File: src/rtl/lrust_pkg.sv
// Package for the LRU recency stack tracker.
// Holds the sizes, command codes, word structs and sequencer types.
// No dependencies; every rtl file refers to it by scoped names.
package lrust_pkg;

	localparam int STACK_DEPTH = 16;
	localparam int IDX_W = (STACK_DEPTH > 1) ? $clog2(STACK_DEPTH) : 1;
	localparam int CNT_W = $clog2(STACK_DEPTH + 1);
	localparam int KEY_W = 8;
	localparam int CFG_W = 5;
	localparam logic [CFG_W-1:0] CAP_RESET = 5'd16;

	localparam logic [1:0] CMD_ACCESS = 2'd0;
	localparam logic [1:0] CMD_DUMP = 2'd1;
	localparam logic [1:0] CMD_CLEAR = 2'd2;

	typedef struct packed {
		logic [1:0] cmd;
		logic [KEY_W-1:0] key;
	} req_t;

	typedef struct packed {
		logic [KEY_W-1:0] entry;
		logic entry_valid;
		logic last;
	} rsp_t;

	typedef enum logic [2:0] {
		ST_IDLE,
		ST_SCAN,
		ST_TAIL,
		ST_DUMP,
		ST_EMPTY
	} state_t;

	// Controls from the sequencer to the key store.
	typedef struct packed {
		logic rd_en;
		logic [IDX_W-1:0] rd_addr;
		logic wr_en;
		logic [IDX_W-1:0] wr_addr;
		logic wr_key;
		logic key_load;
	} ctl_t;

endpackage

File: src/rtl/lrust_store.sv
// Key store of the LRU recency stack tracker: the stack memory and the
// shared key comparator. Depends on lrust_pkg.
module lrust_store (
	input  logic                        clk,
	input  lrust_pkg::ctl_t             ctl,
	input  logic [lrust_pkg::KEY_W-1:0] key,
	output logic [lrust_pkg::KEY_W-1:0] rd_data,
	output logic                        match
);

	logic [lrust_pkg::KEY_W-1:0] mem [lrust_pkg::STACK_DEPTH];
	logic [lrust_pkg::KEY_W-1:0] rd_data_q;
	logic [lrust_pkg::KEY_W-1:0] key_q;
	logic [lrust_pkg::KEY_W-1:0] wr_data;

	// Shifting passes write back the word just read; the final write stores the key.
	assign wr_data = ctl.wr_key ? key_q : rd_data_q;

	always_ff @(posedge clk) begin
		if (ctl.wr_en) begin
			mem[ctl.wr_addr] <= wr_data;
		end
		if (ctl.rd_en) begin
			rd_data_q <= mem[ctl.rd_addr];
		end
	end

	always_ff @(posedge clk) begin
		if (ctl.key_load) begin
			key_q <= key;
		end
	end

	assign rd_data = rd_data_q;
	assign match = (rd_data_q == key_q);

endmodule

File: src/rtl/lrust_ctrl.sv
// Sequencer of the LRU recency stack tracker: command decode, search and
// shift passes, dump output and the capacity register. Depends on lrust_pkg.
module lrust_ctrl (
	input  logic                        clk,
	input  logic                        arst_n,
	input  logic                        start,
	input  logic [1:0]                  cmd,
	output logic                        busy,
	input  logic                        cfg_valid,
	output logic                        cfg_ready,
	input  logic [lrust_pkg::CFG_W-1:0] cfg_data,
	output lrust_pkg::ctl_t             ctl,
	input  logic [lrust_pkg::KEY_W-1:0] rd_data,
	input  logic                        match,
	output logic                        result_strobe,
	output lrust_pkg::rsp_t             result
);

	localparam int IW = lrust_pkg::IDX_W;
	localparam int CW = lrust_pkg::CNT_W;

	lrust_pkg::state_t state_q, state_d;
	logic [CW-1:0] idx_q, idx_d;
	logic [IW-1:0] pidx_q, pidx_d;
	logic pv_q, pv_d;
	logic hit_q, hit_d;
	logic grow_q, grow_d;
	logic [CW-1:0] occ_q, occ_d;
	logic [lrust_pkg::CFG_W-1:0] cap_q;
	logic [CW-1:0] eff_cap;
	logic [CW-1:0] occ_m1;
	logic last_elem;

	always_comb begin
		if (cap_q == '0) begin
			eff_cap = CW'(1);
		end else if (int'(cap_q) > lrust_pkg::STACK_DEPTH) begin
			eff_cap = CW'(lrust_pkg::STACK_DEPTH);
		end else begin
			eff_cap = CW'(cap_q);
		end
	end

	assign occ_m1 = occ_q - CW'(1);
	// The word in the read register is the most recent stored key.
	assign last_elem = pv_q && (CW'(pidx_q) == occ_m1);

	assign busy = (state_q != lrust_pkg::ST_IDLE);
	assign cfg_ready = (state_q == lrust_pkg::ST_IDLE);

	always_ff @(posedge clk or negedge arst_n) begin
		if (!arst_n) begin
			state_q <= lrust_pkg::ST_IDLE;
			idx_q <= '0;
			pidx_q <= '0;
			pv_q <= 1'b0;
			hit_q <= 1'b0;
			grow_q <= 1'b0;
			occ_q <= '0;
			cap_q <= lrust_pkg::CAP_RESET;
		end else begin
			state_q <= state_d;
			idx_q <= idx_d;
			pidx_q <= pidx_d;
			pv_q <= pv_d;
			hit_q <= hit_d;
			grow_q <= grow_d;
			occ_q <= occ_d;
			if (cfg_valid && cfg_ready) begin
				cap_q <= cfg_data;
			end
		end
	end

	always_comb begin
		state_d = state_q;
		idx_d = idx_q;
		pidx_d = pidx_q;
		pv_d = 1'b0;
		hit_d = hit_q;
		grow_d = grow_q;
		occ_d = occ_q;
		ctl = '0;
		result_strobe = 1'b0;
		result = '0;

		unique case (state_q)
			lrust_pkg::ST_IDLE: begin
				if (start) begin
					unique case (cmd)
						lrust_pkg::CMD_ACCESS: begin
							ctl.key_load = 1'b1;
							idx_d = '0;
							hit_d = 1'b0;
							if (occ_q == '0) begin
								grow_d = 1'b1;
								state_d = lrust_pkg::ST_TAIL;
							end else begin
								state_d = lrust_pkg::ST_SCAN;
							end
						end
						lrust_pkg::CMD_DUMP: begin
							idx_d = '0;
							if (occ_q == '0) begin
								state_d = lrust_pkg::ST_EMPTY;
							end else begin
								state_d = lrust_pkg::ST_DUMP;
							end
						end
						lrust_pkg::CMD_CLEAR: begin
							occ_d = '0;
						end
						default: begin
						end
					endcase
				end
			end

			lrust_pkg::ST_SCAN: begin
				if (idx_q < occ_q) begin
					ctl.rd_en = 1'b1;
					ctl.rd_addr = idx_q[IW-1:0];
					idx_d = idx_q + CW'(1);
					pv_d = 1'b1;
					pidx_d = idx_q[IW-1:0];
				end
				if (pv_q) begin
					// Once the key is found, every later word moves one slot down.
					if (hit_q) begin
						ctl.wr_en = 1'b1;
						ctl.wr_addr = pidx_q - IW'(1);
					end else if (match) begin
						hit_d = 1'b1;
					end
				end
				if (last_elem) begin
					if (hit_q || match) begin
						grow_d = 1'b0;
						state_d = lrust_pkg::ST_TAIL;
					end else if (occ_q >= eff_cap) begin
						grow_d = 1'b0;
						if (occ_q == CW'(1)) begin
							state_d = lrust_pkg::ST_TAIL;
						end else begin
							// Evict the least recent key: a second pass from slot 1
							// that shifts everything down.
							idx_d = CW'(1);
							hit_d = 1'b1;
						end
					end else begin
						grow_d = 1'b1;
						state_d = lrust_pkg::ST_TAIL;
					end
				end
			end

			lrust_pkg::ST_TAIL: begin
				ctl.wr_en = 1'b1;
				ctl.wr_key = 1'b1;
				if (grow_q) begin
					ctl.wr_addr = occ_q[IW-1:0];
					occ_d = occ_q + CW'(1);
				end else begin
					ctl.wr_addr = occ_m1[IW-1:0];
				end
				state_d = lrust_pkg::ST_IDLE;
			end

			lrust_pkg::ST_DUMP: begin
				if (idx_q < occ_q) begin
					ctl.rd_en = 1'b1;
					ctl.rd_addr = idx_q[IW-1:0];
					idx_d = idx_q + CW'(1);
					pv_d = 1'b1;
					pidx_d = idx_q[IW-1:0];
				end
				if (pv_q) begin
					result_strobe = 1'b1;
					result.entry = rd_data;
					result.entry_valid = 1'b1;
					result.last = last_elem;
				end
				if (last_elem) begin
					state_d = lrust_pkg::ST_IDLE;
				end
			end

			lrust_pkg::ST_EMPTY: begin
				result_strobe = 1'b1;
				result.last = 1'b1;
				state_d = lrust_pkg::ST_IDLE;
			end
		endcase
	end

	a_occ_bound: assert property (@(posedge clk) disable iff (!arst_n)
		int'(occ_q) <= lrust_pkg::STACK_DEPTH)
		else $error("occupancy exceeds the stack depth");

	a_strobe_busy: assert property (@(posedge clk) disable iff (!arst_n)
		result_strobe |-> (state_q == lrust_pkg::ST_DUMP || state_q == lrust_pkg::ST_EMPTY))
		else $error("result word outside a dump");

	a_port_clash: assert property (@(posedge clk) disable iff (!arst_n)
		(ctl.wr_en && ctl.rd_en) |-> (ctl.wr_addr != ctl.rd_addr))
		else $error("read and write to the same slot in one cycle");

	a_tail_ends: assert property (@(posedge clk) disable iff (!arst_n)
		(state_q == lrust_pkg::ST_TAIL) |=> (state_q == lrust_pkg::ST_IDLE))
		else $error("insert step did not finish the access");

	a_grow_room: assert property (@(posedge clk) disable iff (!arst_n)
		(state_q == lrust_pkg::ST_TAIL && grow_q) |-> (occ_q < eff_cap))
		else $error("insert without eviction on a full stack");

endmodule

File: src/rtl/lru_stack_tracker_core.sv
// Top level of the LRU recency stack tracker.
// Instantiates lrust_ctrl and lrust_store; depends on lrust_pkg.
//
// A command word is taken when start is high and busy is low; for an access
// or a dump, busy then stays high until the command is done. A clear, or the
// unused command code, is done in the accept cycle and leaves busy low. An
// access to an empty stack goes straight to the write of the key; otherwise it
// reads every stored key through the shared key comparator, compares the most
// recent word, and then writes the key itself. A miss on a full stack that
// holds more than one key adds a second shifting pass to evict the least
// recent key. A dump puts one result word per stored key on result in
// consecutive cycles, least recent first, the first one once slot 0 has been
// read into the read register, each marked by result_strobe for one cycle;
// there is no backpressure, so the receiver must take every word as it comes.
// A dump of an empty stack gives one word with entry_valid low in the cycle
// after the accept. The capacity register is written through
// cfg_valid/cfg_ready while busy is low; clear the stack after changing it.
module lru_stack_tracker_core (
	input  logic                        clk,
	input  logic                        arst_n,
	input  logic                        start,
	output logic                        busy,
	input  lrust_pkg::req_t             request,
	input  logic                        cfg_valid,
	output logic                        cfg_ready,
	input  logic [lrust_pkg::CFG_W-1:0] cfg_data,
	output logic                        result_strobe,
	output lrust_pkg::rsp_t             result
);

	lrust_pkg::ctl_t ctl;
	logic [lrust_pkg::KEY_W-1:0] rd_data;
	logic match;

	lrust_ctrl u_ctrl (
		.clk           (clk),
		.arst_n        (arst_n),
		.start         (start),
		.cmd           (request.cmd),
		.busy          (busy),
		.cfg_valid     (cfg_valid),
		.cfg_ready     (cfg_ready),
		.cfg_data      (cfg_data),
		.ctl           (ctl),
		.rd_data       (rd_data),
		.match         (match),
		.result_strobe (result_strobe),
		.result        (result)
	);

	lrust_store u_store (
		.clk     (clk),
		.ctl     (ctl),
		.key     (request.key),
		.rd_data (rd_data),
		.match   (match)
	);

endmodule
File: config.mk
export PLATFORM = sky130hd
export DESIGN_NAME = lru_stack_tracker_core
export DESIGN_NICKNAME = d
export VERILOG_FILES = /design/src/rtl/lrust_pkg.sv /design/src/rtl/lrust_store.sv /design/src/rtl/lrust_ctrl.sv /design/src/rtl/lru_stack_tracker_core.sv
export SDC_FILE = /design/constraint.sdc
export NUM_CORES = 1
export LEC_CHECK = 0
export BUFFER_PORTS_ARGS = -buffer_cell sky130_fd_sc_hd__buf_2
export CAP_MARGIN = 20
export CORE_ASPECT_RATIO = 1.5
export CORE_MARGIN = 2
export CORE_UTILIZATION = 35
export DETAILED_ROUTE_END_ITERATION = 16
export SLEW_MARGIN = 15
export SYNTH_ARGS = -nofsm -noshare
export SYNTH_HDL_FRONTEND = slang
export SYNTH_SLANG_ARGS = --single-unit
File: constraint.sdc
create_clock -name clk -period 3.1 [get_ports clk]
set_input_delay 0.155 -clock clk [delete_from_list [all_inputs] [get_ports clk]]
set_output_delay 0.155 -clock clk [all_outputs]
set_load 0.02 [all_outputs]
==> metrics <==
clock latency of the later-clocked register in the worst-skew pair=430 ps; DP HPWL=12800 um; warning count from the yosys run=0; std cell rows=65; CTS tree=yes; horizontal extent of the die=124 um; number of H-tree levels=4; via count=4921; final weighted congestion of routability-driven global placement=0.855; Post-synth ARST share=0.148; count of placed standard cells including taps=890; number of nets in the final layout=between 600 and 700; RSZ-0062 raised after global routing=false; number of distinct library cells after synthesis=51; First DRT Iteration DRCs=353; final-layout setup total negative slack=0 ps; worst slack at placement=287 ps; Pre-Repair DR Iteration Count=4; required time of the worst setup path=3250 ps; leakage power=2.79 nW; syn nets=620; Syn Inst Count=585; Post-Route Utilization=0.425; initial standard-cell utilization of the core=0.358; first-pass GRT wire length=27700 um; per-cell via count in the routed design=5.26; power per cell area=517 nW/um2; worst-case headroom to the max-slew limit=0.501; slack of the critical path=284 ps; most instantiated flip-flop cell in the synthesis netlist=edfxtp_1; Synth top area share=0.571; CTS clk-pin slew, worst paths=70 ps; arrival time at the worst endpoint=2970 ps; fin area=8990 um2; reg2reg path depth=11; skew final=16.7 ps; Post-Route WL=18100 um; buffer levels on the longest clock path=2; top cell types by occurrence after synthesis=edfxtp_1, nand2_1, nand3_1, nor2_1, dfrtp_1; clock root buffer=clkbuf_16; post-synthesis sequential area ratio=0.654; die boundary height=184 um; maximum number of pins on one net before global-route repair=50; Least-Margin Pin Slew=747 ps; Power, Total=4.65 mW; final number of setup-violating endpoints=0; final hold violation count=0; count of cells along the worst hold path=2; DIE AREA=22900 um2; Core Area=21100 um2; post-synthesis instance area=about 7600 um2; average size of a mapped cell=12.9 um2; antenna fix cells=0; period utilisation layout=0.909; maximum resistive drop on vdd=about 0.34 mV; aggregate global routing overflow=0; share of layout cells above drive strength 1=0.192; Post-Route Hold Slack=7.14 ps; leading post-synthesis cells by cell area=edfxtp_1, dfrtp_1, nand2_1; top-level port count=32; Pins Over Slew Limit=0; count of non-filler cells in the finished layout=935; maximum fanout count along the critical path=48; library cell with the highest instance count after synthesis=edfxtp_1; GRT Resource Usage Total=0.164; number of nets with antenna violations after routing=0; Worst Path Class, Setup=reg2reg; highest achievable clock rate=355 MHz; vias in the first global route=4996; final worst path period need=2820 ps; kind of start point of the critical path=flip-flop; Avg WL per Cell=19.3 um; type of the worst min-delay path=in2reg; # Max-Cap Violations=0; status=finished clean; antenna violations before repair=1; critical path capture point type=flip-flop; number of buffers created by CTS=17; Placed Instance Area=8230 um2; Buffers on Ports=31; post-CTS sizing=0; number of design rule violations left after detail routing=0; count of clock tree sinks=169; number of register bits inferred by synthesis=169; number of enable flip-flop cells after synthesis=roughly 140; synthesis-to-layout area growth=18.6%; biggest area consumer among synthesized cells=edfxtp_1
-- flip-flops by register name, indices dropped and copies added, names as in the netlist --
signal	flops
u_ctrl.idx_q	5
u_store.mem	128
u_ctrl.hit_q	1
u_ctrl.pidx_q	4
u_ctrl.pv_q	1
u_store.key_q	8
u_ctrl.occ_q	5
u_ctrl.cap_q	5
u_ctrl.grow_q	1
u_ctrl.state_q	3
u_store.rd_data	8
-- timing repair --
action,4_1_cts,5_1_grt
endpoints found under the hold margin,36,0
buffers inserted,0,0
hold buffers,13,0
-- report_power, final --
group          switching, mW  total [mW]  internal, mW
clock                   1.00        2.18          1.18
combinational         0.0158      0.0360        0.0202
sequential                 0        2.43          2.43
total                   1.02        4.65          3.63
-- layout by cell type, fill, tap and decap left out, types with 2 or more instances in the layout --
cell type and n:
buf_4 33, o211ai_1 13, edfxtp_1 144, nor3b_1 2, and3b_1 2, ha_1 16
clkbuf_16 17, nor2b_1 5, o22ai_1 4, o21ai_0 14, mux2_2 6, o21a_1 2
nand4_1 5, inv_1 11, o21bai_1 3, inv_8 7, clkinv_8 4, o221ai_1 2
a32o_1 2, dfrtp_1 24, mux4_2 16, nand3_1 30, a32oi_1 8, and3_1 2
nand2b_1 5, a21oi_1 12, a21o_1 2, xor2_1 14, nand3b_1 9, buf_12 2
xnor2_1 7, nor3_1 6, nand2_1 127, or3_1 2, nor4_1 4, and2_1 12
buf_2 31, nor2_1 30, dlygate4sd3_1 13
-- layout make-up --
cell class	count	area, um2
clock buffer	17	425
sequential	169	4950
clock inverter	15	199
inverter	11	41.3
tap	268	335
multi-input combinational	376	2460
timing repair buffer	79	573
fill	1940	12200
-- kinds of logic after synthesis --
family / share of synthesized area
AOI/OAI and AO/OA: 0.0671
muxes: 0.0578
buffers and inverters: 0.0231
adders and majority gates: 0.0264
DFF: 0.654
xor gates and xnor gates: 0.0243
and+or+nand+nor: 0.148
-- worst max-delay path, cell delays in order, from the launching register on --
cell      delay, ps
dfrtp_1         360
inv_1            60
ha_1            290
o211ai_1        100
o21ai_2         210
a21oi_1         100
ha_1            230
nand2_2          80
buf_12          270
mux4_2          550
a32oi_1         160
nand3_1         100
-- worst paths after layout --
kind | from | endpoint | slack [ps]
max in group asynchronous | arst_n | u_ctrl.pidx_q[1]$_DFFE_PN0P_ | 2410
worst min register to register | u_ctrl.cap_q[0]$_DFFE_PN0P_ | u_ctrl.cap_q[0]$_DFFE_PN0P_ | 520
worst max-delay path | u_ctrl.occ_q[3]$_DFFE_PN0P_ | u_store.rd_data[6]$_DFFE_PP_ | 280
worst max register to register | u_ctrl.occ_q[3]$_DFFE_PN0P_ | u_store.rd_data[6]$_DFFE_PP_ | 280
min in group asynchronous | arst_n | u_ctrl.cap_q[1]$_DFFE_PN0P_ | 290
worst min-delay path | cfg_data[1] | u_ctrl.cap_q[1]$_DFFE_PN0P_ | 7
-- layer usage --
metal  vias to the layer above  routed length, um  GRT usage
met5                         -                 13          0
met3                        34                607     0.0263
met1                      2435               6730      0.173
met4                         2                748     0.0836
met2                       161               9990      0.307
li1                       2289                  -          -
Power figures use the tool's default switching activity.
